--- config.mk ---
export PLATFORM = sky130hd
export DESIGN_NAME = ppsc_queue
export DESIGN_NICKNAME = d
export VERILOG_FILES = /design/src/rtl/ppsc_pkg.sv /design/src/rtl/ppsc_queue.sv
export SDC_FILE = /design/constraint.sdc
export NUM_CORES = 1
export LEC_CHECK = 0
export ABC_AREA = 1
export BUFFER_PORTS_ARGS = -buffer_cell sky130_fd_sc_hd__buf_2
export CAP_MARGIN = 20
export CORE_MARGIN = 2
export CORE_UTILIZATION = 52
export DETAILED_ROUTE_END_ITERATION = 10
export PLACE_DENSITY = 0.76
export SLEW_MARGIN = 20
export SYNTH_ARGS = -nofsm -noshare
export SYNTH_HDL_FRONTEND = slang
export SYNTH_SLANG_ARGS = --single-unit
export TNS_END_PERCENT = 10
--- constraint.sdc ---
create_clock -name clock -period 4.99 [get_ports clock]
set_input_delay 0.998 -clock clock [delete_from_list [all_inputs] [get_ports clock]]
set_output_delay 0.998 -clock clock [all_outputs]
set_load 0.05 [all_outputs]
--- src/rtl/ppsc_pkg.sv ---
// Shared types, constants and helper functions for the perspective screen clamp.
// Used by every module of the block but the checker; depends on nothing.
package ppsc_pkg;

   localparam int PROD_W = 53;   // one coordinate times one axis component
   localparam int CAM_W  = 55;   // camera coordinate, units of 2^-34
   localparam int OPA_W  = 56;   // ratio numerator and divisor operands
   localparam int OPB_W  = 48;   // ratio multiplier operand and result
   localparam int PIX_W  = 34;   // wide pixel coordinate
   localparam int FIX_W  = 50;   // Q.16 position before truncation
   localparam int PW     = 104;  // product and remainder width
   localparam int MUL_N  = 48;
   localparam int DIV_N  = 46;
   localparam int SQRT_N = 47;

   localparam logic [OPB_W-1:0] RAY_LIM = 48'h3FFF_FFFF_FFFF;

   localparam logic OP_RATIO = 1'b0;
   localparam logic OP_SQRT  = 1'b1;

   localparam logic [1:0] MODE_VIS    = 2'd0;
   localparam logic [1:0] MODE_WIDE   = 2'd1;
   localparam logic [1:0] MODE_NARROW = 2'd2;
   localparam logic [1:0] MODE_RADIAL = 2'd3;

   localparam logic [3:0] CSR_AXIS_RIGHT   = 4'd0;
   localparam logic [3:0] CSR_AXIS_UP      = 4'd1;
   localparam logic [3:0] CSR_AXIS_FORWARD = 4'd2;
   localparam logic [3:0] CSR_ZOOM         = 4'd3;
   localparam logic [3:0] CSR_WIDTH        = 4'd4;
   localparam logic [3:0] CSR_HEIGHT       = 4'd5;
   localparam logic [3:0] CSR_CENTER_X     = 4'd6;
   localparam logic [3:0] CSR_CENTER_Y     = 4'd7;

   localparam logic signed [14:0] MARGIN_WIDE_SIDE   = 15'sd40;
   localparam logic signed [14:0] MARGIN_WIDE_TOP    = 15'sd100;
   localparam logic signed [14:0] MARGIN_NARROW      = 15'sd20;

   // 1/5 of a pixel count: multiply by this and drop 18 bits (times four first for 4/5).
   localparam logic [15:0] RECIP_5 = 16'd52429;

   typedef struct packed {
      logic [62:0] axis_right;
      logic [62:0] axis_up;
      logic [62:0] axis_forward;
      logic [23:0] zoom;
      logic [12:0] screen_width;
      logic [12:0] screen_height;
      logic [11:0] center_x;
      logic [11:0] center_y;
   } cfg_type;

   typedef struct packed {
      logic [1:0]              mode;
      logic                    in_front;
      logic signed [CAM_W-1:0] cam_x;
      logic signed [CAM_W-1:0] cam_y;
      logic [CAM_W-1:0]        depth;
   } item_type;

   typedef struct packed {
      logic                    op;
      logic signed [OPA_W-1:0] a;
      logic signed [OPB_W-1:0] b;
      logic signed [OPA_W-1:0] c;
   } arith_req_type;

   typedef struct packed {
      logic full;
      logic almost_full;
   } queue_stat_type;

   typedef struct packed {
      logic signed [15:0] screen_x;
      logic signed [15:0] screen_y;
      logic               in_front;
      logic               on_screen;
      logic               clipped;
   } result_type;

   // Q.16 value to whole pixels, truncated toward zero.
   function automatic logic signed [PIX_W-1:0] trunc_px(input logic signed [FIX_W-1:0] v);
      logic [FIX_W-1:0] mag;
      logic [FIX_W-1:0] q;
      mag = v[FIX_W-1] ? (~v + 1'b1) : v;
      q = mag >> 16;
      trunc_px = v[FIX_W-1] ? PIX_W'(~q + 1'b1) : PIX_W'(q);
   endfunction

   function automatic logic signed [FIX_W-1:0] fix_center(input logic [11:0] c);
      fix_center = {22'b0, c, 16'b0};
   endfunction

   function automatic logic signed [15:0] sat16(input logic signed [PIX_W-1:0] v);
      if (v > 34'sd32767) begin
         sat16 = 16'sh7FFF;
      end else if (v < -34'sd32768) begin
         sat16 = 16'sh8000;
      end else begin
         sat16 = v[15:0];
      end
   endfunction

endpackage

--- src/rtl/ppsc_queue.sv ---
// Short queue between the front end and the back end.
// Uses ppsc_pkg for the item type; written by ppsc_front, read by ppsc_back.
module ppsc_queue #(
   parameter int DEPTH = 4
) (
   input  logic                    clock,
   input  logic                    reset,
   input  logic                    push,
   input  ppsc_pkg::item_type      wr_item,
   input  logic                    pop,
   output logic                    rd_valid,
   output ppsc_pkg::item_type      rd_item,
   output ppsc_pkg::queue_stat_type qstat
);
   import ppsc_pkg::*;

   localparam int AW = (DEPTH > 1) ? $clog2(DEPTH) : 1;

   item_type        mem [DEPTH];
   logic [AW-1:0]   wr_ptr_ff, wr_ptr_in;
   logic [AW-1:0]   rd_ptr_ff, rd_ptr_in;
   logic [AW:0]     count_ff, count_in;
   logic            pop_ok;

   assign rd_valid = (count_ff != '0);
   assign rd_item  = mem[rd_ptr_ff];
   assign pop_ok   = pop && rd_valid;

   assign qstat.full        = (count_ff == (AW+1)'(DEPTH));
   assign qstat.almost_full = (count_ff == (AW+1)'(DEPTH - 1));

   always_comb begin
      wr_ptr_in = wr_ptr_ff;
      rd_ptr_in = rd_ptr_ff;
      if (push) begin
         wr_ptr_in = (wr_ptr_ff == AW'(DEPTH - 1)) ? '0 : wr_ptr_ff + 1'b1;
      end
      if (pop_ok) begin
         rd_ptr_in = (rd_ptr_ff == AW'(DEPTH - 1)) ? '0 : rd_ptr_ff + 1'b1;
      end
      count_in = count_ff + (AW+1)'(push) - (AW+1)'(pop_ok);
   end

   always_ff @(posedge clock) begin
      if (reset) begin
         wr_ptr_ff <= '0;
         rd_ptr_ff <= '0;
         count_ff  <= '0;
      end else begin
         wr_ptr_ff <= wr_ptr_in;
         rd_ptr_ff <= rd_ptr_in;
         count_ff  <= count_in;
      end
      if (push) begin
         mem[wr_ptr_ff] <= wr_item;
      end
   end

endmodule

; ---- Yosys cells after proc, flatten, opt, wreduce, memory -nomap -nowiden
; Memory sizes are Yosys's and may differ from the RTL's. A register that Yosys moved wholly into a read port is not among the register bits.
; Index checks and enable logic that the tools add are counted.
[op_classes]
n_reduce_logical = 2
n_div = 0
n_mul = 0
n_eq_ne = 4
magnitude_cmp = 0
add_sub_neg = 4
muxes = 6
shift = 0
n_bitwise = 0
[ops]
columns = op, n
row1 = 2-to-1 mux 2 bit, 4
row2 = "adder 2 x 1 -> 2 bit, second input constant", 2
row3 = "equality test 2 bit, second input constant", 2
row4 = adder 3 x 1 -> 3 bit, 1
row5 = "equality test 3 x 2 -> 1 bit, second input constant", 1
row6 = "equality test 3 bit, second input constant", 1
row7 = nonzero test 3 bit, 1
row8 = subtractor 3 x 1 -> 3 bit, 1
row9 = 2-to-1 mux 1 bit, 2
row10 = logical AND 1 bit, 1
[totals]
rom_bits = 0
output_inout_bits = 171
ramBits = 672
memories = 1
inputBits = 172
latch_bits = 0
register_bits = 7
wordCells = 20
[memory_table]
columns = name, words, word_bits, rd, rd_ports_with_merged_regs, wr, line_no
row1 = mem, 4, 168, 1, 1, 1, ppsc_queue.sv:19  ; item_type mem [DEPTH];

; ---- Longest topological paths before layout
[logic_depth]
ltp_word = 4
depth_mapped = 9
ltp_nobuf = 9

; ---- Least setup slack after synthesis
; No wires, ideal clock.
[synth_timing]
path_type = input -> register
startpoint = in push
endpoint = mem mem[3][0] (netlist bit) (enable)
cell_stages = 2
t_arrival_ns = 4.265
path_slack_ns = 0.205
n_path_buf = 0
t_required_ns = 4.470
setup_ns = 0.520
cell_sequence = nand2_1 > inv_1
[synth_via]
elab_chain_len = 2
[synth_rtl]
columns = item, line_no
row1 = start: declaration, ppsc_queue.sv:8  ; input logic push,
row2 = 2-to-1 mux 1 bit, ppsc_queue.sv:54  ; if (push) begin
row3 = 2-to-1 mux 1 bit (implied by the code), ppsc_queue.sv:55  ; mem[wr_ptr_ff] <= wr_item;
row4 = end: declaration, ppsc_queue.sv:19
; Every way passes these cells.

==> flow_summary.json <==
{
  "synth_cell_types": 20,
  "slew_viol_final": 0,
  "endpoint_kind": "primary output",
  "critPathMaxFanout": 150,
  "grt_pass1_vias": 15279,
  "die_area_um2": 50200,
  "cts_sinks": 681,
  "period_share_pct": 81.7,
  "routedWlPerCell_um": 20.7,
  "gp_congestion": 0.765,
  "wirelength_mm": 55.5,
  "fill_cells": 3424,
  "cts.hold.buffers_added": 0,
  "rows": 80,
  "layout.nets": 2187,
  "grt_max_degree": 215,
  "drt-pass1-iter-count": 5,
  "root_buffer": "clkbuf_16",
  "synthTopCellsByArea": "edfxtp_1, o21ai_0, nor2_1, o22ai_1, clkbuf_1",
  "synth_top_area_share_pct": 80.1,
  "report.power.total_mw": 16.8,
  "hpwlAfterDp_mm": 30.0,
  "port_buffers": 342,
  "drtIter0Drc": 1211,
  "grt_overflow": 0,
  "setup_tns_ns": 0,
  "rsz0062_at_grt": "false",
  "fin_skew_ns": 0.0237,
  "crit_end": "rd_item[45]",
  "die_w_um": 224,
  "cp.arrival_ns": 3.08,
  "leakage_nw": 10.3,
  "r2r-end": "mem[3][146]",
  "pwr-share-clk_pct": 28.3,
  "synth-seq-cells": 681,
  "avgSynthCellArea_um2": 14.9,
  "internal_power_mw": 10.4,
  "powerDensity_nw_per_um2": 568,
  "routed-via-count": 15281,
  "setup.worst_path.class": "reg -> out",
  "ios": 343,
  "critical_path.cell_chain": "inv_8 > buf_4 > o21ai_0 > o22ai_1 > buf_2",
  "syn_inst": 1689,
  "cts.reportedPaths.clkPinSlew_ns": 0.06,
  "grt_pass1_wl_mm": 83.5,
  "r2r_setup_slack_ns": 2.61,
  "cts_buffers": 68,
  "htree_num_levels": 3,
  "drc": 0,
  "switching_share_pct": 38.0,
  "grt_antenna_before_repair": 20,
  "start_util_pct": 52.8,
  "cp_slowest_cell": "inv_8",
  "track_usage_pct": 21.8,
  "syn_nets": 1868,
  "final_layout_size_suffix_gt1_share_pct": 22.1,
  "vdd_ir_drop_max_uv": 364,
  "max_slew_margin_pct": 24.0,
  "cts_tree": "built",
  "synth_seq_area_share_pct": 80.8,
  "cts.path.max_buffers": 3,
  "pwr-share-comb_pct": 31.9,
  "r2r_start": "wr_ptr_ff[0]",
  "synth_top_cell_by_area": "edfxtp_1",
  "ys_warn_count": 0,
  "rr_worst_depth": 4,
  "status": "finished clean",
  "hp-class": "reg -> reg",
  "area_delta_synth_final_pct": 17.1,
  "hold_viol_final": 0,
  "pwr-share-seq_pct": 39.7,
  "postRouteAntennaNets": 0,
  "cpPeakStageDelay_ns": 0.61,
  "cap_violations": 0,
  "worst_pin_slew_ns": 1.14,
  "clock_latency_ns": 0.60,
  "min_period_ns": 4.07,
  "max_freq_mhz": 245,
  "post_cts_buffers": 0,
  "cts_resized": 0,
  "p_sw_mw": 6.37,
  "die_y_um": 224,
  "viasPerCell": 5.70,
  "critPathRequiredTime_ns": 3.99,
  "critPathLaunchType": "register",
  "syn_area_um2": 25200,
  "setup_viol": 0,
  "core_um2": 47700
}
-- worst min-delay path by stage --
| stage | start | endpoint | slack (ns) | cells after the start |
|---|---|---|---|---|
| 6_report | wr_ptr_ff[1] | wr_ptr_ff[1] | 0.54 | 2 |
| 5_1_grt | rd_ptr_ff[1] | register | 0.57 | 2 |
| 4_1_cts | wr_ptr_ff[1] | wr_ptr_ff[1] | 0.54 | 2 |
| 3_5_place_dp | rd_ptr_ff[1] | register | 0.52 | 2 |
| 3_3_place_gp | rd_ptr_ff[1] | rd_ptr_ff[1] | 0.48 | 2 |
| 2_1_floorplan | rd_ptr_ff[1] | register | 0.47 | 2 |
-- state kept, by name, indices dropped and copies added, names as in the netlist, named ones only --
signal	cells
wr_ptr_ff	2
count_ff	3
mem	672
rd_ptr_ff	2
-- routing by layer --
layer / routed length [um] / global-route usage [%] / vias up
li1: - / - / 7042
met4: 1640 / 8.95 / 16
met3: 4730 / 6.78 / 115
met2: 27300 / 36.3 / 518
met5: 102 / 0 / -
met1: 21700 / 26.5 / 7590
-- synth_stat cells, drive strengths merged --
library cell,count
edfxtp,672
nor2,349
o21ai,338
o22ai,168
clkbuf,73
buf,37
inv,16
nand2,12
dfxtp,9
ha,6
a21oi,4
nand3,2
fa,1
nand3b,1
nor3,1
-- cell usage in the layout, fill, tap and decap left out, drive strengths merged --
cell type | netlist | routed
o21ai | 338 | 338
ha | 6 | 6
a21oi | 4 | 4
o22ai | 168 | 168
nand3 | 2 | 2
diode | 0 | 14
buf | 37 | 359
clkinv | 0 | 23
nor3 | 1 | 1
bufinv | 0 | 3
dfxtp | 9 | 9
nand2 | 12 | 12
fa | 1 | 1
inv | 16 | 18
nand3b | 1 | 1
nor2 | 349 | 349
edfxtp | 672 | 672
clkbuf | 73 | 87
-- power by group through the flow --
| stage | combinational, mW | sequential, mW | clock (mW) |
|---|---|---|---|
| final | 5.35 | 6.66 | 4.75 |
| after global routing | 5.66 | 6.67 | 5.06 |
| after CTS | 5.36 | 6.66 | 4.84 |
| after detailed placement | 5.34 | 6.77 | 0 |
| after global placement | 5.23 | 6.76 | 0 |
| after floorplan | 4.01 | 6.76 | 0 |
-- worst max-delay path, delay by kind of cell, from the launching register on --
kind                   cells  cell delay (ns)
buffers and inverters      3             1.44
AO/OA/AOI/OAI              2             0.33
flip-flops                 1             0.51
-- cell type report --
class	instances	area, um2	area share, %
Sequential cell	681	20400	69.0
Multi-Input combinational cell	882	4240	14.4
Timing Repair Buffer	359	1940	6.57
Clock buffer	87	1840	6.23
Tap cell	615	769	2.61
Clock inverter	28	229	0.776
Inverter	16	90.1	0.305
Antenna cell	14	35.0	0.119
-- through the flow --
step,area (um2),hold slack [ns],cells,setup WS (ns),utilization (%)
finish,29500,0.535,2682,0.915,61.8
global route,29500,0.567,2678,0.736,61.8
CTS,29500,0.540,2668,0.930,61.7
detailed placement,27400,0.522,2553,1.61,57.4
global placement,27400,0.482,2553,1.71,57.4
floorplan,25200,0.468,1689,0.205,-
-- logic make-up after synthesis --
family / synth area share [%]
DFF: 80.8
adders and majority gates: 0.377
buffers and inverters: 2.41
and+or+nand+nor: 5.47
AOI/OAI and AO/OA: 11.0
Power figures use the tool's default switching activity.
