[config.mk]
export PLATFORM = sky130hd
export DESIGN_NAME = ppsc_arith
export DESIGN_NICKNAME = d
export VERILOG_FILES = /design/src/rtl/ppsc_pkg.sv /design/src/rtl/ppsc_arith.sv
export SDC_FILE = /design/constraint.sdc
export NUM_CORES = 2
export LEC_CHECK = 0
export ABC_AREA = 0
export BUFFER_PORTS_ARGS = -buffer_cell sky130_fd_sc_hd__buf_2
export CORE_ASPECT_RATIO = 1.5
export CORE_MARGIN = 8
export CORE_UTILIZATION = 50
export CTS_CLUSTER_SIZE = 14
export DETAILED_ROUTE_END_ITERATION = 10
export HOLD_SLACK_MARGIN = 0.06
export PLACE_DENSITY = 0.75
export RECOVER_POWER = 100
export SLEW_MARGIN = 20
export SYNTH_ARGS = -nofsm -noshare
export SYNTH_HDL_FRONTEND = slang
export SYNTH_SLANG_ARGS = --single-unit
[constraint.sdc]
create_clock -name clock -period 32.1 [get_ports clock]
set_clock_uncertainty 0.15 [all_clocks]
set_input_delay 6.42 -clock clock [delete_from_list [all_inputs] [get_ports clock]]
set_output_delay 6.42 -clock clock [all_outputs]
set_load 0.005 [all_outputs]
[src/rtl/ppsc_pkg.sv]
// Shared types, constants and helper functions for the perspective screen clamp.
// Used by every module of the block but the checker; depends on nothing.
package ppsc_pkg;

   localparam int PROD_W = 53;   // one coordinate times one axis component
   localparam int CAM_W  = 55;   // camera coordinate, units of 2^-34
   localparam int OPA_W  = 56;   // ratio numerator and divisor operands
   localparam int OPB_W  = 48;   // ratio multiplier operand and result
   localparam int PIX_W  = 34;   // wide pixel coordinate
   localparam int FIX_W  = 50;   // Q.16 position before truncation
   localparam int PW     = 104;  // product and remainder width
   localparam int MUL_N  = 48;
   localparam int DIV_N  = 46;
   localparam int SQRT_N = 47;

   localparam logic [OPB_W-1:0] RAY_LIM = 48'h3FFF_FFFF_FFFF;

   localparam logic OP_RATIO = 1'b0;
   localparam logic OP_SQRT  = 1'b1;

   localparam logic [1:0] MODE_VIS    = 2'd0;
   localparam logic [1:0] MODE_WIDE   = 2'd1;
   localparam logic [1:0] MODE_NARROW = 2'd2;
   localparam logic [1:0] MODE_RADIAL = 2'd3;

   localparam logic [3:0] CSR_AXIS_RIGHT   = 4'd0;
   localparam logic [3:0] CSR_AXIS_UP      = 4'd1;
   localparam logic [3:0] CSR_AXIS_FORWARD = 4'd2;
   localparam logic [3:0] CSR_ZOOM         = 4'd3;
   localparam logic [3:0] CSR_WIDTH        = 4'd4;
   localparam logic [3:0] CSR_HEIGHT       = 4'd5;
   localparam logic [3:0] CSR_CENTER_X     = 4'd6;
   localparam logic [3:0] CSR_CENTER_Y     = 4'd7;

   localparam logic signed [14:0] MARGIN_WIDE_SIDE   = 15'sd40;
   localparam logic signed [14:0] MARGIN_WIDE_TOP    = 15'sd100;
   localparam logic signed [14:0] MARGIN_NARROW      = 15'sd20;

   // 1/5 of a pixel count: multiply by this and drop 18 bits (times four first for 4/5).
   localparam logic [15:0] RECIP_5 = 16'd52429;

   typedef struct packed {
      logic [62:0] axis_right;
      logic [62:0] axis_up;
      logic [62:0] axis_forward;
      logic [23:0] zoom;
      logic [12:0] screen_width;
      logic [12:0] screen_height;
      logic [11:0] center_x;
      logic [11:0] center_y;
   } cfg_type;

   typedef struct packed {
      logic [1:0]              mode;
      logic                    in_front;
      logic signed [CAM_W-1:0] cam_x;
      logic signed [CAM_W-1:0] cam_y;
      logic [CAM_W-1:0]        depth;
   } item_type;

   typedef struct packed {
      logic                    op;
      logic signed [OPA_W-1:0] a;
      logic signed [OPB_W-1:0] b;
      logic signed [OPA_W-1:0] c;
   } arith_req_type;

   typedef struct packed {
      logic full;
      logic almost_full;
   } queue_stat_type;

   typedef struct packed {
      logic signed [15:0] screen_x;
      logic signed [15:0] screen_y;
      logic               in_front;
      logic               on_screen;
      logic               clipped;
   } result_type;

   // Q.16 value to whole pixels, truncated toward zero.
   function automatic logic signed [PIX_W-1:0] trunc_px(input logic signed [FIX_W-1:0] v);
      logic [FIX_W-1:0] mag;
      logic [FIX_W-1:0] q;
      mag = v[FIX_W-1] ? (~v + 1'b1) : v;
      q = mag >> 16;
      trunc_px = v[FIX_W-1] ? PIX_W'(~q + 1'b1) : PIX_W'(q);
   endfunction

   function automatic logic signed [FIX_W-1:0] fix_center(input logic [11:0] c);
      fix_center = {22'b0, c, 16'b0};
   endfunction

   function automatic logic signed [15:0] sat16(input logic signed [PIX_W-1:0] v);
      if (v > 34'sd32767) begin
         sat16 = 16'sh7FFF;
      end else if (v < -34'sd32768) begin
         sat16 = 16'sh8000;
      end else begin
         sat16 = v[15:0];
      end
   endfunction

endpackage

[src/rtl/ppsc_arith.sv]
// Shared serial arithmetic unit: saturated trunc(a*b/c) and floor(sqrt(a^2+b^2)).
// Shift-add multiply, restoring divide and digit square root; uses ppsc_pkg.
module ppsc_arith (
   input  logic                        clock,
   input  logic                        reset,
   input  logic                        start,
   input  ppsc_pkg::arith_req_type     req,
   output logic                        done,
   output logic signed [ppsc_pkg::OPB_W-1:0] result
);
   import ppsc_pkg::*;

   localparam logic [2:0] A_IDLE = 3'd0;
   localparam logic [2:0] A_MUL  = 3'd1;
   localparam logic [2:0] A_CHK  = 3'd2;
   localparam logic [2:0] A_DIV  = 3'd3;
   localparam logic [2:0] A_SQRT = 3'd4;
   localparam logic [2:0] A_DONE = 3'd5;

   logic [2:0]        state_ff, state_in;
   logic [5:0]        cnt_ff, cnt_in;
   logic              op_ff, op_in;
   logic              neg_ff, neg_in;
   logic              second_ff, second_in;
   logic [PW-1:0]     mcand_ff, mcand_in;
   logic [OPB_W-1:0]  mplier_ff, mplier_in;
   logic [OPA_W-1:0]  dval_ff, dval_in;
   logic [PW-1:0]     acc_ff, acc_in;
   logic [PW-1:0]     rem_ff, rem_in;
   logic [PW-1:0]     dsh_ff, dsh_in;
   logic [OPB_W-1:0]  q_ff, q_in;

   logic [OPA_W-1:0]  a_mag, c_mag;
   logic [OPB_W-1:0]  b_mag;
   logic [PW-1:0]     sum, dlim, remt, trial;

   assign a_mag = req.a[OPA_W-1] ? OPA_W'(-req.a) : OPA_W'(req.a);
   assign b_mag = req.b[OPB_W-1] ? OPB_W'(-req.b) : OPB_W'(req.b);
   assign c_mag = req.c[OPA_W-1] ? OPA_W'(-req.c) : OPA_W'(req.c);

   always_comb begin
      state_in  = state_ff;
      cnt_in    = cnt_ff;
      op_in     = op_ff;
      neg_in    = neg_ff;
      second_in = second_ff;
      mcand_in  = mcand_ff;
      mplier_in = mplier_ff;
      dval_in   = dval_ff;
      acc_in    = acc_ff;
      rem_in    = rem_ff;
      dsh_in    = dsh_ff;
      q_in      = q_ff;
      sum       = acc_ff + (mplier_ff[0] ? mcand_ff : '0);
      dlim      = {2'b0, dval_ff, 46'b0};
      remt      = {rem_ff[PW-3:0], acc_ff[93:92]};
      trial     = {54'b0, q_ff, 2'b01};
      unique case (state_ff)
         A_IDLE: begin
            if (start) begin
               op_in     = req.op;
               neg_in    = req.a[OPA_W-1] ^ req.b[OPB_W-1] ^ req.c[OPA_W-1];
               mcand_in  = PW'(a_mag);
               mplier_in = (req.op == OP_SQRT) ? a_mag[OPB_W-1:0] : b_mag;
               dval_in   = (req.op == OP_SQRT) ? OPA_W'(b_mag) : c_mag;
               acc_in    = '0;
               cnt_in    = '0;
               second_in = 1'b0;
               state_in  = A_MUL;
            end
         end
         A_MUL: begin
            acc_in    = sum;
            mcand_in  = mcand_ff << 1;
            mplier_in = mplier_ff >> 1;
            cnt_in    = cnt_ff + 1'b1;
            if (cnt_ff == 6'(MUL_N - 1)) begin
               cnt_in = '0;
               if (op_ff == OP_RATIO) begin
                  state_in = A_CHK;
               end else if (!second_ff) begin
                  // Second square accumulates onto the first.
                  mcand_in  = PW'(dval_ff);
                  mplier_in = dval_ff[OPB_W-1:0];
                  second_in = 1'b1;
               end else begin
                  rem_in   = '0;
                  q_in     = '0;
                  state_in = A_SQRT;
               end
            end
         end
         A_CHK: begin
            rem_in = acc_ff;
            dsh_in = {3'b0, dval_ff, 45'b0};
            cnt_in = '0;
            q_in   = '0;
            if (acc_ff == '0) begin
               state_in = A_DONE;
            end else if (acc_ff >= dlim) begin
               // Covers a zero divisor as well as a quotient too large.
               q_in     = RAY_LIM;
               state_in = A_DONE;
            end else begin
               state_in = A_DIV;
            end
         end
         A_DIV: begin
            if (rem_ff >= dsh_ff) begin
               rem_in = rem_ff - dsh_ff;
               q_in   = {q_ff[OPB_W-2:0], 1'b1};
            end else begin
               q_in   = {q_ff[OPB_W-2:0], 1'b0};
            end
            dsh_in = dsh_ff >> 1;
            cnt_in = cnt_ff + 1'b1;
            if (cnt_ff == 6'(DIV_N - 1)) begin
               state_in = A_DONE;
            end
         end
         A_SQRT: begin
            if (remt >= trial) begin
               rem_in = remt - trial;
               q_in   = {q_ff[OPB_W-2:0], 1'b1};
            end else begin
               rem_in = remt;
               q_in   = {q_ff[OPB_W-2:0], 1'b0};
            end
            acc_in = acc_ff << 2;
            cnt_in = cnt_ff + 1'b1;
            if (cnt_ff == 6'(SQRT_N - 1)) begin
               state_in = A_DONE;
            end
         end
         A_DONE: begin
            state_in = A_IDLE;
         end
         default: begin
            state_in = A_IDLE;
         end
      endcase
   end

   always_ff @(posedge clock) begin
      if (reset) begin
         state_ff <= A_IDLE;
      end else begin
         state_ff <= state_in;
      end
      cnt_ff    <= cnt_in;
      op_ff     <= op_in;
      neg_ff    <= neg_in;
      second_ff <= second_in;
      mcand_ff  <= mcand_in;
      mplier_ff <= mplier_in;
      dval_ff   <= dval_in;
      acc_ff    <= acc_in;
      rem_ff    <= rem_in;
      dsh_ff    <= dsh_in;
      q_ff      <= q_in;
   end

   assign done   = (state_ff == A_DONE);
   assign result = (op_ff == OP_RATIO && neg_ff) ? OPB_W'(-q_ff) : q_ff;

endmodule

* Yosys cells after proc, flatten, opt, wreduce, memory -nomap -nowiden
Cells that the tools add are included.
** Word-level totals
- Input port bits :: 164
- Word-level logic and storage cells :: 113
- Register bits after elaboration :: 580
- Output and inout bits :: 49
** Operators by class
- Order comparisons :: 3
- Multiplexer cells :: 50
- Add/subtract/negate cells :: 8
- Reduce and logical (&&, ||, !) cells :: 18
- Bitwise gates (word level) :: 4
- Equal/unequal tests :: 16
** Operators by type and width (count)
- 104-bit two-way mux :: 11
- 48-bit two-way mux :: 11
- 104-bit one-hot mux with 2 select lines :: 2
- 104-bit one-hot mux with 4 select lines :: 1
- 104-bit one-hot mux with 3 select lines :: 1
- 48-bit one-hot mux with 4 select lines :: 1
- 56-bit negation :: 2
- 104-bit adder :: 1
- 104-bit by 102-bit greater-or-equal comparator with 1-bit output :: 1
- 104-bit greater-or-equal comparator :: 1
- 104-bit by 50-bit greater-or-equal comparator with 1-bit output :: 1
- 104-bit zero test :: 1
- 104-bit subtractor :: 1
- 104-bit by 50-bit subtractor with 104-bit output :: 1
- 48-bit negation :: 2
- 48-bit one-hot mux with 2 select lines :: 1
- 46-bit two-way mux :: 2
- 56-bit two-way mux :: 1
- 55-bit two-way mux :: 1
- 3-bit two-way mux :: 8
- 6-bit one-hot mux with 4 select lines :: 1
- 6-bit equality test (second input constant) :: 3
- 3-bit one-hot mux with 5 select lines :: 1
- 2-bit inequality test (second input constant) :: 7
- other kinds (19) :: 36

* Logic depth before layout (Yosys ltp)
- Word-level depth :: 5
- Gate-level depth with buffers :: 16
- Depth with buffers taken out :: 14

* Worst setup path before layout
OpenSTA, ideal clock, no wires.
- Kind :: input to register
- Start point :: input port start
- End point :: register acc_ff[0] (enable)
- Path slack :: 17.103 ns
- Cell stages on the path :: 2
- Path buffers :: 0
- Arrival time :: 14.127 ns
- Setup time :: 0.721 ns
- Data required time :: 31.229 ns
- Cell sequence :: nor3_1 a211oi_1
** On the way
- Word-level cells in the longest chain between the ends :: 2
** RTL lines
- start, declared :: RTL line ppsc_arith.sv:6 : input logic start,
- 2-bit inequality test (no source line)
- 2-bit AND reduction (no source line)
- end signal, assigned :: RTL line ppsc_arith.sv:157 : acc_ff <= acc_in;
- end, declared :: RTL line ppsc_arith.sv:28 : logic [PW-1:0] acc_ff, acc_in;
No other way between the ends.
A chain may end at the register's enable or synchronous reset.

* Final worst setup path
- Start point :: input port start
- End point :: register mplier_ff[15] (enable)
** On the way
- Word-level cells in the longest chain between the ends :: 2
** RTL lines
- 2-bit inequality test (no source line)
- 2-bit AND reduction (no source line)
- end signal, assigned :: RTL line ppsc_arith.sv:155 : mplier_ff <= mplier_in;
- end, declared :: RTL line ppsc_arith.sv:26 : logic [OPB_W-1:0] mplier_ff, mplier_in;
No other way between the ends.

==> metrics.txt <==
outcome finished with violations; failing checks capacitance limit, slew limit; synthesized cell area 49400 um^2; Slew Limit Headroom -216%; Least-Margin Pin Slew 4.75 ns; Post-Route WL 179000 um; Final Max Slew Viols 1825; initial DRC count 4561; final std cells w/o fill 7143; H-tree Lvls 2; GRT Total Usage 31.3%; net switching power 1.45 mW; prevailing post-synth register cell edfxtp_1; layout cells sized above 1 5.40%; largest net degree at the start of global routing 127; DP Area 51200 um^2; setup TNS 0 ns; Seq/Total Area, Yosys 35.0%; cells after synthesis 5815; Setup CP Type in2reg; post-route antenna net violation count 0; Setup-failing EPs final 0; switching share of power 42.2%; row cnt 141; Layout Nets 6285; final period utilization 45.4%; Num CTS Buffers 61; mean post-synth cell area 8.49 um^2; first-pass GRT wire length 269000 um; Max rail drop VDD 0.0000476 V; clk sinks 577; hpwl dp 141000 um; Final Hold Fails 0; critical path required time 32.13 ns; Max Freq 68.5 MHz; Post-CTS Setup Bufs 0; GRT overflow 0; Pwr Density 64.7 nW/um^2; Post-synth EDFFs 574; # IOs 213; CTS tree done; net count after synthesis 6299; Reg power frac 37.1%; final worst path period need 14.59 ns; initial antenna violation count 6; Leak 20.6 nW; Core Box Area 98300 um^2; # fillers 9254; clock power share 21.6%; Clock Latency Late Sink 0.70 ns; Initial Util 50.3%; Finished Cell Area 52900 um^2; max-cap violation count 28; Logic pwr share 41.2%; synth warn 0; Port Buffer Count 212; routed via count 45815; Post-route DRC 0; flops & latches, synth 577; average wire per standard cell 25.1 um; arrival time worst endpoint 14.62 ns; root buffer cell clkbuf_16; Max FO, Critical Path 69; area grow syn2layout 7.14%; P_int 1.98 mW; DR vias/cell 6.41; Clk pin slew, worst setup/hold paths 0.07 ns; unique cell type count in the Yosys netlist 89; post-CTS sizing 0; asr flop ratio synth 0%; placed cells 7025; CP startpoint kind input pin; Die W 273 um; kind of end point of the critical path flip-flop; RSZ-0062 raised after global routing no; Placer Congestion 1.08; vias in the first global route 44476; CTS Buffer Depth 3; Hold Buf Count CTS 0; Die H 401 um; Die Footprint 109000 um^2; worst hold path type reg2reg; DR pass1 iterations 8
cells in the mapped netlist, drive strengths merged, types with 28 or more instances:
master / count / share of area [%]
o21a: 40 / 0.61
o21ai: 531 / 5.4
o211ai: 62 / 0.94
clkbuf: 295 / 2.2
a211oi: 70 / 1.1
ha: 318 / 8.1
o21bai: 69 / 1.0
and3: 76 / 0.96
nand2b: 32 / 0.41
a21o: 193 / 2.9
a21oi: 519 / 5.3
nor4: 82 / 1.1
nand2: 616 / 4.7
o22ai: 63 / 0.80
xnor2: 284 / 5.0
nor2: 413 / 3.1
or3: 64 / 0.86
a31oi: 57 / 0.72
buf: 28 / 0.23
nand3: 82 / 0.83
o41ai: 33 / 0.60
nor3: 105 / 1.1
inv: 299 / 2.3
and2: 127 / 1.6
o31ai: 68 / 1.1
mux2i: 84 / 1.7
or4: 56 / 0.92
xor2: 195 / 3.5
edfxtp: 574 / 35
nand4: 121 / 1.5
worst max-delay path, cell delays in order:
cell and delay [ns]:
clkbuf_1 0.25, nand2b_1 0.15, nor3_1 0.14, clkbuf_1 2.64, or2_0 2.01, clkbuf_1 2.88
path summary, 6_finish.rpt:
path               start       endpoint  slack (ns)  cells past startpoint
min reg2reg   dsh_ff[61]     dsh_ff[60]        0.40                      2
max                start  mplier_ff[15]       17.51                      6
min           dsh_ff[61]     dsh_ff[60]        0.40                      2
max reg2reg  state_ff[0]   mplier_ff[0]       21.61                      5
layout by cell type, fill, tap and decap left out, types with 24 or more instances in the layout:
cell type / Yosys / routed
nor2b_1: 26 / 25
or3_1: 59 / 64
nor2_1: 413 / 412
a211oi_1: 70 / 69
o21bai_1: 69 / 69
o41ai_1: 32 / 33
inv_1: 299 / 299
nand2b_1: 32 / 31
a22oi_1: 24 / 24
ha_1: 318 / 318
xor2_1: 195 / 195
nand2_1: 616 / 615
and2_1: 127 / 117
o21ai_0: 527 / 526
nand4_1: 121 / 121
a21o_1: 193 / 193
clkbuf_1: 295 / 80
o22ai_1: 63 / 63
o211ai_1: 62 / 62
a31oi_1: 57 / 57
or4_1: 47 / 53
mux2i_1: 84 / 84
nor3_1: 105 / 105
o31ai_1: 63 / 67
a21oi_1: 519 / 519
clkbuf_16: 0 / 62
o21a_1: 40 / 40
nand3_1: 82 / 82
xnor2_1: 284 / 284
nor4_1: 76 / 80
and3_1: 76 / 76
edfxtp_1: 574 / 574
buf_2: 2 / 161
through the flow:
step           setup WS, ns  hold WS, ns  util [%]  power (mW)
6_report              17.51        0.401      53.9        3.43
5_1_grt               17.05        0.428      53.9        3.59
4_1_cts               20.80        0.398      54.2        3.38
3_5_place_dp          21.42        0.387      52.1        2.65
3_3_place_gp          21.41        0.383      52.1        2.63
2_1_floorplan         17.10        0.371         -        2.15
final cells by class:
class	count	area (um^2)	area share, %
diodes	4	10.0	0.0189
inverters	301	1130	2.14
repair buffers	246	1170	2.22
flip-flops and latches	577	17300	32.7
clock buffers	73	1590	3.01
well taps	1287	1610	3.04
clock inverters	41	427	0.806
multi-input cells	4614	29700	56.1
power by group through the flow:
stage / registers, mW / clock network, mW / logic (mW)
after floorplan: 1.15 / 0 / 1.00
after global placement: 1.26 / 0 / 1.37
after detailed placement: 1.27 / 0 / 1.38
after CTS: 1.25 / 0.746 / 1.39
after global routing: 1.28 / 0.771 / 1.54
final: 1.27 / 0.742 / 1.41
routing by layer:
layer | share of wire, % | track usage (%)
met1 | 38 | 38.5
met3 | 8.1 | 4.72
met4 | 7.3 | 19.0
met5 | 0.015 | 0
met2 | 46 | 51.4
cell families after synthesis:
group,count (synthesis),synth area share (%)
AOI/OAI and AO/OA,1871,23.4
and+or+nand+nor,1854,18.3
buffers and inverters,624,4.75
DFF,577,35.0
xor gates and xnor gates,479,8.49
adders and majority gates,320,8.14
muxes,90,1.84
flip-flops by register name, summed over array words and instances (netlist names):
signal     flops
acc_ff       104
mcand_ff     104
rem_ff       104
dsh_ff       101
dval_ff       56
mplier_ff     48
q_ff          48
cnt_ff         6
state_ff       3
neg_ff         1
op_ff          1
second_ff      1
(Power assumes the default switching activity.)
