==> src/rtl/ppsc_pkg.sv <==
// Shared types, constants and helper functions for the perspective screen clamp.
// Used by every module of the block but the checker; depends on nothing.
package ppsc_pkg;

   localparam int PROD_W = 53;   // one coordinate times one axis component
   localparam int CAM_W  = 55;   // camera coordinate, units of 2^-34
   localparam int OPA_W  = 56;   // ratio numerator and divisor operands
   localparam int OPB_W  = 48;   // ratio multiplier operand and result
   localparam int PIX_W  = 34;   // wide pixel coordinate
   localparam int FIX_W  = 50;   // Q.16 position before truncation
   localparam int PW     = 104;  // product and remainder width
   localparam int MUL_N  = 48;
   localparam int DIV_N  = 46;
   localparam int SQRT_N = 47;

   localparam logic [OPB_W-1:0] RAY_LIM = 48'h3FFF_FFFF_FFFF;

   localparam logic OP_RATIO = 1'b0;
   localparam logic OP_SQRT  = 1'b1;

   localparam logic [1:0] MODE_VIS    = 2'd0;
   localparam logic [1:0] MODE_WIDE   = 2'd1;
   localparam logic [1:0] MODE_NARROW = 2'd2;
   localparam logic [1:0] MODE_RADIAL = 2'd3;

   localparam logic [3:0] CSR_AXIS_RIGHT   = 4'd0;
   localparam logic [3:0] CSR_AXIS_UP      = 4'd1;
   localparam logic [3:0] CSR_AXIS_FORWARD = 4'd2;
   localparam logic [3:0] CSR_ZOOM         = 4'd3;
   localparam logic [3:0] CSR_WIDTH        = 4'd4;
   localparam logic [3:0] CSR_HEIGHT       = 4'd5;
   localparam logic [3:0] CSR_CENTER_X     = 4'd6;
   localparam logic [3:0] CSR_CENTER_Y     = 4'd7;

   localparam logic signed [14:0] MARGIN_WIDE_SIDE   = 15'sd40;
   localparam logic signed [14:0] MARGIN_WIDE_TOP    = 15'sd100;
   localparam logic signed [14:0] MARGIN_NARROW      = 15'sd20;

   // 1/5 of a pixel count: multiply by this and drop 18 bits (times four first for 4/5).
   localparam logic [15:0] RECIP_5 = 16'd52429;

   typedef struct packed {
      logic [62:0] axis_right;
      logic [62:0] axis_up;
      logic [62:0] axis_forward;
      logic [23:0] zoom;
      logic [12:0] screen_width;
      logic [12:0] screen_height;
      logic [11:0] center_x;
      logic [11:0] center_y;
   } cfg_type;

   typedef struct packed {
      logic [1:0]              mode;
      logic                    in_front;
      logic signed [CAM_W-1:0] cam_x;
      logic signed [CAM_W-1:0] cam_y;
      logic [CAM_W-1:0]        depth;
   } item_type;

   typedef struct packed {
      logic                    op;
      logic signed [OPA_W-1:0] a;
      logic signed [OPB_W-1:0] b;
      logic signed [OPA_W-1:0] c;
   } arith_req_type;

   typedef struct packed {
      logic full;
      logic almost_full;
   } queue_stat_type;

   typedef struct packed {
      logic signed [15:0] screen_x;
      logic signed [15:0] screen_y;
      logic               in_front;
      logic               on_screen;
      logic               clipped;
   } result_type;

   // Q.16 value to whole pixels, truncated toward zero.
   function automatic logic signed [PIX_W-1:0] trunc_px(input logic signed [FIX_W-1:0] v);
      logic [FIX_W-1:0] mag;
      logic [FIX_W-1:0] q;
      mag = v[FIX_W-1] ? (~v + 1'b1) : v;
      q = mag >> 16;
      trunc_px = v[FIX_W-1] ? PIX_W'(~q + 1'b1) : PIX_W'(q);
   endfunction

   function automatic logic signed [FIX_W-1:0] fix_center(input logic [11:0] c);
      fix_center = {22'b0, c, 16'b0};
   endfunction

   function automatic logic signed [15:0] sat16(input logic signed [PIX_W-1:0] v);
      if (v > 34'sd32767) begin
         sat16 = 16'sh7FFF;
      end else if (v < -34'sd32768) begin
         sat16 = 16'sh8000;
      end else begin
         sat16 = v[15:0];
      end
   endfunction

endpackage

==> src/rtl/ppsc_back.sv <==
// Back end: projection, visibility, edge clip and radial clamp for one point.
// A sequencer over ppsc_arith with an output register; uses ppsc_pkg.
module ppsc_back (
   input  logic                        clock,
   input  logic                        reset,
   input  ppsc_pkg::cfg_type           cfg,
   input  logic                        q_valid,
   input  ppsc_pkg::item_type          q_item,
   output logic                        q_pop,
   output logic                        ar_start,
   output ppsc_pkg::arith_req_type     ar_req,
   input  logic                        ar_done,
   input  logic signed [ppsc_pkg::OPB_W-1:0] ar_result,
   output logic                        rsp_valid,
   input  logic                        rsp_ready,
   output ppsc_pkg::result_type        rsp
);
   import ppsc_pkg::*;

   localparam logic [3:0] S_IDLE = 4'd0;
   localparam logic [3:0] S_DX   = 4'd1;
   localparam logic [3:0] S_DY   = 4'd2;
   localparam logic [3:0] S_PROJ = 4'd3;
   localparam logic [3:0] S_MODE = 4'd4;
   localparam logic [3:0] S_EDGE = 4'd5;
   localparam logic [3:0] S_RSQ  = 4'd6;
   localparam logic [3:0] S_RCMP = 4'd7;
   localparam logic [3:0] S_RX   = 4'd8;
   localparam logic [3:0] S_RY   = 4'd9;
   localparam logic [3:0] S_OUT  = 4'd10;

   localparam logic [1:0] EDGE_LEFT   = 2'd0;
   localparam logic [1:0] EDGE_RIGHT  = 2'd1;
   localparam logic [1:0] EDGE_TOP    = 2'd2;
   localparam logic [1:0] EDGE_BOTTOM = 2'd3;

   logic [3:0]              state_ff, state_in;
   logic                    pend_ff, pend_in;
   logic [1:0]              edge_ff, edge_in;
   item_type                item_ff, item_in;
   logic signed [OPB_W-1:0] dx_ff, dx_in, dy_ff, dy_in, t_ff, t_in;
   logic signed [PIX_W-1:0] sx_ff, sx_in, sy_ff, sy_in;
   logic                    vis_ff, vis_in, hit_ff, hit_in;
   logic                    rsp_valid_ff, rsp_valid_in;
   result_type              rsp_ff, rsp_in;
   logic [36:0]             k_ff;
   logic [11:0]             lim_ff;
   logic [29:0]             lim_prod;

   logic signed [14:0]      w15, h15, ml, mr, mt, mb, ma;
   logic signed [PIX_W-1:0] w34, h34;
   logic [11:0]             cen;
   logic signed [15:0]      diff;
   logic signed [31:0]      diff_fix;
   logic                    edge_cond, inner, wide, arith_state;
   logic signed [PIX_W-1:0] new_px;

   assign lim_prod = 30'({cfg.center_y, 2'b0}) * 30'(RECIP_5);

   always_ff @(posedge clock) begin
      k_ff   <= 37'(cfg.zoom) * 37'(cfg.screen_height);
      lim_ff <= lim_prod[29:18];
   end

   // Margin rectangle for the current mode.
   always_comb begin
      w15  = 15'(cfg.screen_width);
      h15  = 15'(cfg.screen_height);
      w34  = PIX_W'(cfg.screen_width);
      h34  = PIX_W'(cfg.screen_height);
      wide = (item_ff.mode == MODE_WIDE);
      ml   = wide ? MARGIN_WIDE_SIDE : MARGIN_NARROW;
      mr   = w15 - (wide ? MARGIN_WIDE_SIDE : MARGIN_NARROW);
      mt   = wide ? MARGIN_WIDE_TOP : MARGIN_NARROW;
      mb   = h15 - MARGIN_NARROW;
      unique case (edge_ff)
         EDGE_LEFT: begin
            ma = ml;
            edge_cond = (sx_ff < PIX_W'(ml));
         end
         EDGE_RIGHT: begin
            ma = mr;
            edge_cond = (sx_ff > PIX_W'(mr));
         end
         EDGE_TOP: begin
            ma = mt;
            edge_cond = (sy_ff < PIX_W'(mt));
         end
         default: begin
            ma = mb;
            edge_cond = (sy_ff > PIX_W'(mb));
         end
      endcase
      cen      = edge_ff[1] ? cfg.center_x : cfg.center_y;
      diff     = 16'(ma) - $signed({4'b0, edge_ff[1] ? cfg.center_y : cfg.center_x});
      diff_fix = {diff, 16'b0};
      inner    = (sx_ff > PIX_W'(MARGIN_NARROW)) && (sx_ff < w34 - PIX_W'(MARGIN_NARROW)) &&
                 (sy_ff > PIX_W'(MARGIN_NARROW)) && (sy_ff < h34 - PIX_W'(MARGIN_NARROW));
      new_px   = trunc_px(FIX_W'(ar_result) + fix_center(cen));
   end

   // Operands for whichever step is running.
   always_comb begin
      ar_req.op = OP_RATIO;
      ar_req.a  = OPA_W'(item_ff.cam_x);
      ar_req.b  = {11'b0, k_ff};
      ar_req.c  = OPA_W'({1'b0, item_ff.depth});
      unique case (state_ff) inside
         S_DY: begin
            ar_req.a = OPA_W'(item_ff.cam_y);
         end
         S_EDGE: begin
            ar_req.a = OPA_W'(diff_fix);
            ar_req.b = edge_ff[1] ? dx_ff : dy_ff;
            ar_req.c = OPA_W'(edge_ff[1] ? dy_ff : dx_ff);
         end
         S_RSQ: begin
            ar_req.op = OP_SQRT;
            ar_req.a  = OPA_W'(dx_ff);
            ar_req.b  = dy_ff;
            ar_req.c  = '0;
         end
         S_RX, S_RY: begin
            ar_req.a = OPA_W'(state_ff == S_RX ? dx_ff : dy_ff);
            ar_req.b = {20'b0, lim_ff, 16'b0};
            ar_req.c = OPA_W'(t_ff);
         end
         default: begin
         end
      endcase
   end

   assign arith_state = (state_ff == S_DX) || (state_ff == S_DY) || (state_ff == S_RSQ) ||
                        (state_ff == S_RX) || (state_ff == S_RY);
   assign ar_start    = !pend_ff && (arith_state || (state_ff == S_EDGE && edge_cond));
   assign q_pop       = (state_ff == S_IDLE) && q_valid;

   always_comb begin
      state_in     = state_ff;
      pend_in      = pend_ff;
      edge_in      = edge_ff;
      item_in      = item_ff;
      dx_in        = dx_ff;
      dy_in        = dy_ff;
      t_in         = t_ff;
      sx_in        = sx_ff;
      sy_in        = sy_ff;
      vis_in       = vis_ff;
      hit_in       = hit_ff;
      rsp_in       = rsp_ff;
      rsp_valid_in = rsp_valid_ff && !rsp_ready;
      if (ar_start) begin
         pend_in = 1'b1;
      end
      unique case (state_ff)
         S_IDLE: begin
            if (q_valid) begin
               item_in  = q_item;
               vis_in   = 1'b0;
               hit_in   = 1'b0;
               state_in = S_DX;
            end
         end
         S_DX: begin
            if (pend_ff && ar_done) begin
               dx_in    = ar_result;
               pend_in  = 1'b0;
               state_in = S_DY;
            end
         end
         S_DY: begin
            if (pend_ff && ar_done) begin
               dy_in    = OPB_W'(-ar_result);
               pend_in  = 1'b0;
               state_in = S_PROJ;
            end
         end
         S_PROJ: begin
            sx_in    = trunc_px(FIX_W'(dx_ff) + fix_center(cfg.center_x));
            sy_in    = trunc_px(FIX_W'(dy_ff) + fix_center(cfg.center_y));
            state_in = S_MODE;
         end
         S_MODE: begin
            edge_in = EDGE_LEFT;
            unique case (item_ff.mode)
               MODE_VIS: begin
                  vis_in   = item_ff.in_front && !sx_ff[PIX_W-1] && (sx_ff < w34) &&
                             !sy_ff[PIX_W-1] && (sy_ff < h34);
                  state_in = S_OUT;
               end
               MODE_WIDE: begin
                  state_in = S_EDGE;
               end
               MODE_NARROW: begin
                  state_in = item_ff.in_front ? S_EDGE : S_OUT;
               end
               default: begin
                  state_in = inner ? S_OUT : S_RSQ;
               end
            endcase
         end
         S_EDGE: begin
            // Each edge test sees the coordinates left by the one before it.
            if ((!pend_ff && !edge_cond) || (pend_ff && ar_done)) begin
               if (pend_ff) begin
                  pend_in = 1'b0;
                  hit_in  = 1'b1;
                  if (edge_ff[1]) begin
                     sx_in = new_px;
                     sy_in = PIX_W'(ma);
                  end else begin
                     sx_in = PIX_W'(ma);
                     sy_in = new_px;
                  end
               end
               if (edge_ff == EDGE_BOTTOM) begin
                  state_in = S_OUT;
               end else begin
                  edge_in = edge_ff + 1'b1;
               end
            end
         end
         S_RSQ: begin
            hit_in = 1'b1;
            if (pend_ff && ar_done) begin
               t_in     = ar_result;
               pend_in  = 1'b0;
               state_in = S_RCMP;
            end
         end
         S_RCMP: begin
            state_in = (t_ff > $signed({20'b0, lim_ff, 16'b0})) ? S_RX : S_OUT;
         end
         S_RX: begin
            if (pend_ff && ar_done) begin
               sx_in    = trunc_px(FIX_W'(ar_result) + fix_center(cfg.center_x));
               pend_in  = 1'b0;
               state_in = S_RY;
            end
         end
         S_RY: begin
            if (pend_ff && ar_done) begin
               sy_in    = trunc_px(FIX_W'(ar_result) + fix_center(cfg.center_y));
               pend_in  = 1'b0;
               state_in = S_OUT;
            end
         end
         S_OUT: begin
            if (!rsp_valid_ff || rsp_ready) begin
               rsp_in.screen_x  = sat16(sx_ff);
               rsp_in.screen_y  = sat16(sy_ff);
               rsp_in.in_front  = item_ff.in_front;
               rsp_in.on_screen = vis_ff;
               rsp_in.clipped   = hit_ff;
               rsp_valid_in     = 1'b1;
               state_in         = S_IDLE;
            end
         end
         default: begin
            state_in = S_IDLE;
         end
      endcase
   end

   always_ff @(posedge clock) begin
      if (reset) begin
         state_ff     <= S_IDLE;
         pend_ff      <= 1'b0;
         rsp_valid_ff <= 1'b0;
      end else begin
         state_ff     <= state_in;
         pend_ff      <= pend_in;
         rsp_valid_ff <= rsp_valid_in;
      end
      edge_ff <= edge_in;
      item_ff <= item_in;
      dx_ff   <= dx_in;
      dy_ff   <= dy_in;
      t_ff    <= t_in;
      sx_ff   <= sx_in;
      sy_ff   <= sy_in;
      vis_ff  <= vis_in;
      hit_ff  <= hit_in;
      rsp_ff  <= rsp_in;
   end

   assign rsp_valid = rsp_valid_ff;
   assign rsp       = rsp_ff;

endmodule

==> config.mk <==
export PLATFORM = sky130hd
export DESIGN_NAME = ppsc_back
export DESIGN_NICKNAME = d
export VERILOG_FILES = /design/src/rtl/ppsc_pkg.sv /design/src/rtl/ppsc_back.sv
export SDC_FILE = /design/constraint.sdc
export NUM_CORES = 2
export LEC_CHECK = 0
export BUFFER_PORTS_ARGS = -buffer_cell sky130_fd_sc_hd__buf_2
export CAP_MARGIN = 20
export CORE_ASPECT_RATIO = 1.1
export CORE_MARGIN = 2
export CORE_UTILIZATION = 45
export DETAILED_ROUTE_END_ITERATION = 10
export MAX_ROUTING_LAYER = met4
export PLACE_DENSITY_LB_ADDON = 0.1
export SYNTH_ARGS = -nofsm -noshare
export SYNTH_HDL_FRONTEND = slang
export SYNTH_SLANG_ARGS = --single-unit
export TNS_END_PERCENT = 50
==> constraint.sdc <==
create_clock -name clock -period 8.1 [get_ports clock]
set_input_delay 0 -clock clock [delete_from_list [all_inputs] [get_ports clock]]
set_output_delay 0 -clock clock [all_outputs]
set_load 0.03 [all_outputs]
# After elaboration in Yosys (flattened, before gate mapping)
# Index checks and enable logic that the tools add are counted.
[word_totals]
out_inout_bits = 199
in_bits = 484
ff_bits = 474
word_cells = 210
[op_classes]
add_sub_neg = 22
mul = 2
n_lt_le_gt_ge = 15
eq_ne = 27
n_reduce_logical = 47
n_mux = 64
bitwise = 10
[ops]
columns = ["cell", "count"]
rows = [
  ["$mux 34", 13],
  ["$pmux 104 s3", 1],
  ["$add 50x1->50 const B", 5],
  ["$mux 50", 5],
  ["$not 50->50", 5],
  ["$add 48x29->49", 5],
  ["$pmux 56 s4", 1],
  ["$pmux 34 s3", 2],
  ["$add 34x1->34 const B", 5],
  ["$not 34->34", 5],
  ["$lt 34x14->1", 4],
  ["$mux 56", 2],
  ["$gt 34x14->1", 2],
  ["$gt 34x16->1 const B", 2],
  ["$gt 34x6->1 const B", 2],
  ["$lt 34x16->1 const B", 2],
  ["$gt 48x29->1", 1],
  ["$mux 48", 1],
  ["$neg 48->48", 1],
  ["$pmux 15 s3", 1],
  ["$mux 4", 11],
  ["$pmux 4 s11", 1],
  ["$sub 13x5->14 const B", 3],
  ["$mul 24x13->37", 1],
  ["other kinds (37)", 106],
]

# Longest topological paths before layout
[depth]
word_depth = 12
depth_mapped = 31
depth_no_buf = 25

# Worst setup path after synthesis
# No wires, ideal clock.
[synth_timing]
path_kind = "reg-to-reg"
from = "register edge_ff[1]"
to = "register sy_ff[26], data pin"
slack_ns = 0.871
required_time_ns = 7.839
synth_period_minus_slack_ns = 7.229
path_buffers = 7
setup_ns = 0.261
stages_incl_launch_ff = 31
arrival_time_ns = 6.969
cell_sequence = "edfxtp_1 -> clkbuf_1 -> clkbuf_1 -> clkbuf_1 -> mux2_2 -> ha_1 -> inv_1 -> fa_1 -> nand2b_1 -> a21bo_2 -> a21boi_1 -> a21boi_4 -> o21ai_1 -> buf_2 -> buf_1 -> buf_1 -> clkbuf_1 -> nor2_1 -> xnor2_1 -> inv_1 -> ha_1 -> nand2_1 -> mux2i_1 -> o211ai_1 -> a2111oi_2 -> o221ai_1 -> a2111oi_2 -> o2111ai_1 -> o41ai_1 -> mux2i_1 -> a221o_1"
[synth_between]
elab_chain_cells = 12
elab_cells_between_ends = 16
cone_classes = "add/sub (3); eq/ne (2); mux (8); bitwise (2); reduce/logical (1)"
[synth_rtl]
columns = ["item", "line_no", "text"]
rows = [
  ["from (decl)", "ppsc_back.sv:39", "logic [1:0] edge_ff, edge_in;"],
  ["from (signal assigned)", "ppsc_back.sv:275", "edge_ff <= edge_in;"],
  ["$mux 12", "ppsc_back.sv:94", "cen = edge_ff[1] ? cfg.center_x : cfg.center_y;"],
  ["$add 48x29->49", "ppsc_back.sv:99", "new_px = trunc_px(FIX_W'(ar_result) + fix_center(cen));"],
  ["$not 50->50", "ppsc_pkg.sv:85", "mag = v[FIX_W-1] ? (~v + 1'b1) : v;"],
  ["$add 50x1->50", "ppsc_pkg.sv:85", ""],
  ["$mux 50", "ppsc_pkg.sv:85", ""],
  ["$not 34->34", "ppsc_pkg.sv:87", "trunc_px = v[FIX_W-1] ? PIX_W'(~q + 1'b1) : PIX_W'(q);"],
  ["$add 34x1->34", "ppsc_pkg.sv:87", ""],
  ["$mux 34", "ppsc_pkg.sv:87", ""],
  ["$mux 34 *", "ppsc_back.sv:208", "if (edge_ff[1]) begin"],
  ["$mux 34 *", "ppsc_back.sv:205", "if (pend_ff) begin"],
  ["$mux 34 *", "ppsc_back.sv:204", "if ((!pend_ff && !edge_cond) || (pend_ff && ar_done)) begin"],
  ["$pmux 34 s3 *", "ppsc_back.sv:155", "unique case (state_ff)"],
  ["named net sy_in[26]", "ppsc_back.sv:42", "logic signed [PIX_W-1:0] sx_ff, sx_in, sy_ff, sy_in;"],
  ["to (signal assigned)", "ppsc_back.sv:281", "sy_ff <= sy_in;"],
  ["to (decl)", "ppsc_back.sv:42", ""],
]
# The timed path passes the listed nets; every way through them passes the cells marked *. The select of a mux whose other input is x is not followed.
# A chain may end at the register's enable or synchronous reset.

==> flow_metrics.tcl <==
set metrics [dict create \
    status "finished clean" \
    dr.pass1.iters 6 \
    finClkSkew_ns 0.0762 \
    switching_share_pct 49.0 \
    core_um2 118000 \
    seq_power_share_pct 22.7 \
    netlist.area_leader.share_pct 23.5 \
    finalInstanceArea_um2 62500 \
    area_delta_synth_final_pct 16.6 \
    setup_viol 0 \
    finalSetupTns_ns 0 \
    grt_max_degree 140 \
    crit_buf_inv 5 \
    crit_family "compound AO/OA/AOI/OAI gates" \
    ant_nets 0 \
    die_w_um 333 \
    yosysWarnings 0 \
    grt_pass1_wl_um 347000 \
    die-area_um2 122000 \
    cts_post_setup_buffers_inserted 0 \
    numCtsBuffers 56 \
    timing.fmax_mhz 137 \
    multi_input_area_um2 37200 \
    hpwl_um 191000 \
    vias 53180 \
    timing.slew.headroom_pct 19.8 \
    cp_cell_sequence "nor2b_1, buf_4, inv_1, ha_1, inv_1, fa_1, xnor2_1, xnor2_1, nor2_1, o31ai_1, inv_1, ha_1, o21ai_0, a21oi_1, o21ai_0, a21oi_1, o21ai_0, a21boi_0, o21ai_0, a21oi_1, o41a_1, nand2_1, a221o_1, buf_2" \
    ys_ff_latch 474 \
    initial_utilization_pct 45.4 \
    drv_slew 0 \
    pin_count 683 \
    min_period_over_period_pct 90.1 \
    slowest_delay_ns 0.81 \
    hp-class "input port to register" \
    critPathKind "register to output pin" \
    crit_path_max_fanout 13 \
    fill_cells 11134 \
    p_per_area_nw_per_um2 264 \
    drcViolationCount 0 \
    placed_area_um2 57600 \
    overflow 0 \
    worstPathArrival_ns 7.30 \
    antenna_found_initial 17 \
    netlist_instances 6099 \
    slowest_stage "o31ai_1" \
    critPathLaunchType "register" \
    yosysSeqAreaShare_pct 25.5 \
    drtIter0Drc 6902 \
    tritoncts "done" \
    yosysTopAreaCell "edfxtp_1" \
    hold_viol 0 \
    switchingPower_mw 8.06 \
    register_area_um2 13700 \
    viasPerCell 6.39 \
    async_flop_share_pct 0 \
    wirelength_um 243000 \
    vdd_ir_drop_max_mv 0.292 \
    die_h_um 366 \
    cp-end-kind "output pin" \
    rsz0062_at_grt "false" \
    synth_cell_type_count 121 \
    wire_per_inst_um 29.2 \
    avgSynthCellArea_um2 8.78 \
    worst_pin_slew_ns 1.20 \
    cts_root_buf "clkbuf_16" \
    crit_required_ns 8.10 \
    htreeDepth 2 \
    maxCapViolations 0 \
    path_clk_slew_ns 0.07 \
    syn-num-nets 7257 \
    floorplan.rows 132 \
    min_period_ns 7.30 \
    yosys-top-cells-area "edfxtp_1, fa_1, ha_1" \
    p_int_mw 8.41 \
    drive_gt1_share_pct 12.3 \
    p_clk_share_pct 16.6 \
    post_synth_instance_area_um2 53600 \
    p_comb_share_pct 60.7 \
    cts.sinks 474 \
    grt_pass1_vias 49413 \
    synthFlopType "edfxtp_1" \
    nNetsFinal 7872 \
    synth_edf_count 419 \
    insertion_delay_ns 0.72 \
    gp_congestion 1.06 \
    p_leak_nw 25.6 \
    port_buffers 493 \
    crit_path_frequent_cell "o21ai_0" \
    track_usage_pct 39.9 \
    cts_buffer_depth 3 \
]
cells in the final DEF (no fill, tap or decap), types with 134 or more instances in the layout:
cell and n:
a21oi_1 282, ha_1 383, fa_1 291, and2_1 166
edfxtp_1 419, buf_2 493, xnor2_1 323, inv_1 420
dlygate4sd3_1 285, nand3_1 163, nor3_1 138, o21ai_0 224
xor2_1 134, nor2_1 496, nand2_1 641
layer usage:
metal | part of all wire (%) | track usage (%) | up-vias
met3 | 12 | 10.2 | 485
li1 | - | - | 23473
met5 | 0 | - | -
met1 | 41 | 53.9 | 26079
met4 | 5.6 | 18.6 | 0
met2 | 41 | 55.5 | 3143
cells by family after synthesis:
| kind of cell | share of synthesized area (%) |
|---|---|
| compound gates | 18.6 |
| mux | 2.42 |
| simple gates | 20.7 |
| flops | 25.5 |
| buf+inv | 5.32 |
| xor+xnor | 7.50 |
| fa+ha+maj | 19.9 |
worst register-to-register path: stages, from the launching register on:
cell       delay (ns)
edfxtp_1         0.39
buf_4            0.25
mux2_2           0.30
ha_1             0.17
inv_1            0.06
fa_1             0.39
nand2b_1         0.19
a21bo_2          0.23
a21boi_1         0.49
a21boi_4         0.28
o21ai_4          0.21
nor2_1           0.09
xnor2_1          0.30
inv_1            0.12
ha_1             0.21
nand2_1          0.08
mux2i_1          0.27
o211ai_1         0.22
a2111oi_2        0.74
o221ai_1         0.33
a2111oi_2        0.63
nand4_1          0.17
o21ai_0          0.28
a21o_1           0.16
o311ai_0         0.31
sequential cells by signal, indices dropped and copies added, names as in the netlist, 2 cells and up:
register	flops
item_ff	168
dx_ff	48
dy_ff	48
t_ff	48
k_ff	37
rsp	35
sx_ff	34
sy_ff	34
lim_ff	12
state_ff	4
edge_ff	2
cells in the mapped netlist (68+ instances only):
library cell  count
nand4_1         101
inv_1           420
a31oi_1          69
clkbuf_1        277
nor3_1          141
nand2_1         643
o211ai_1         68
mux2i_1         107
xnor2_1         323
and2_1          166
o21ai_0         227
fa_1            291
a21o_1          115
xor2_1          134
nand3_1         163
nor4_1           96
edfxtp_1        419
nor2_1          504
a21oi_1         283
ha_1            383
metrics by stage:
stage	cells	hold WS [ns]	setup WS [ns]	util [%]	power, mW
2_1_floorplan	6099	0.0989	0.871	-	10.2
3_3_place_gp	7909	0.177	1.16	48.8	13.3
3_5_place_dp	7909	0.178	1.10	48.8	13.3
4_1_cts	8300	0.00000794	0.957	52.9	16.3
5_1_grt	8316	0.0206	0.531	53.0	17.4
6_report	8318	0.0232	0.804	53.0	16.5
area by class of cell:
class	instances	area share (%)
clock inverters	42	0.835
well taps	1541	3.09
flip-flops and latches	474	21.9
multi-input cells	4878	59.5
diodes	15	0.0601
repair buffers	878	9.76
inverters	426	2.56
clock buffers	64	2.31
power by group through the flow:
stage                     Clock, mW  Sequential [mW]  Combinational (mW)
after floorplan                   0             3.51                6.67
after global placement            0             3.74                9.59
after detailed placement          0             3.74                9.60
after CTS                      2.76             3.70                9.82
after global routing           2.84             3.75                10.8
final                          2.73             3.74                10.0
worst paths after layout:
| path | start | endpoint | slack, ns | depth (start not counted) |
|---|---|---|---|---|
| min | q_item[102] | item_ff[102] | 0.02 | 2 |
| max | item_ff[166] | ar_req[159] | 0.80 | 24 |
| max reg2reg | edge_ff[1] | sx_ff[32] | 0.86 | 24 |
| min reg2reg | hit_ff | rsp[0] | 0.43 | 0 |
what timing repair did:
item / 4_1_cts / 5_1_grt
hold buffers: 285 / 0
hold endpoints to repair: 320 / 0
gates resized for setup: 0 / 0
Power figures use the tool's default switching activity.
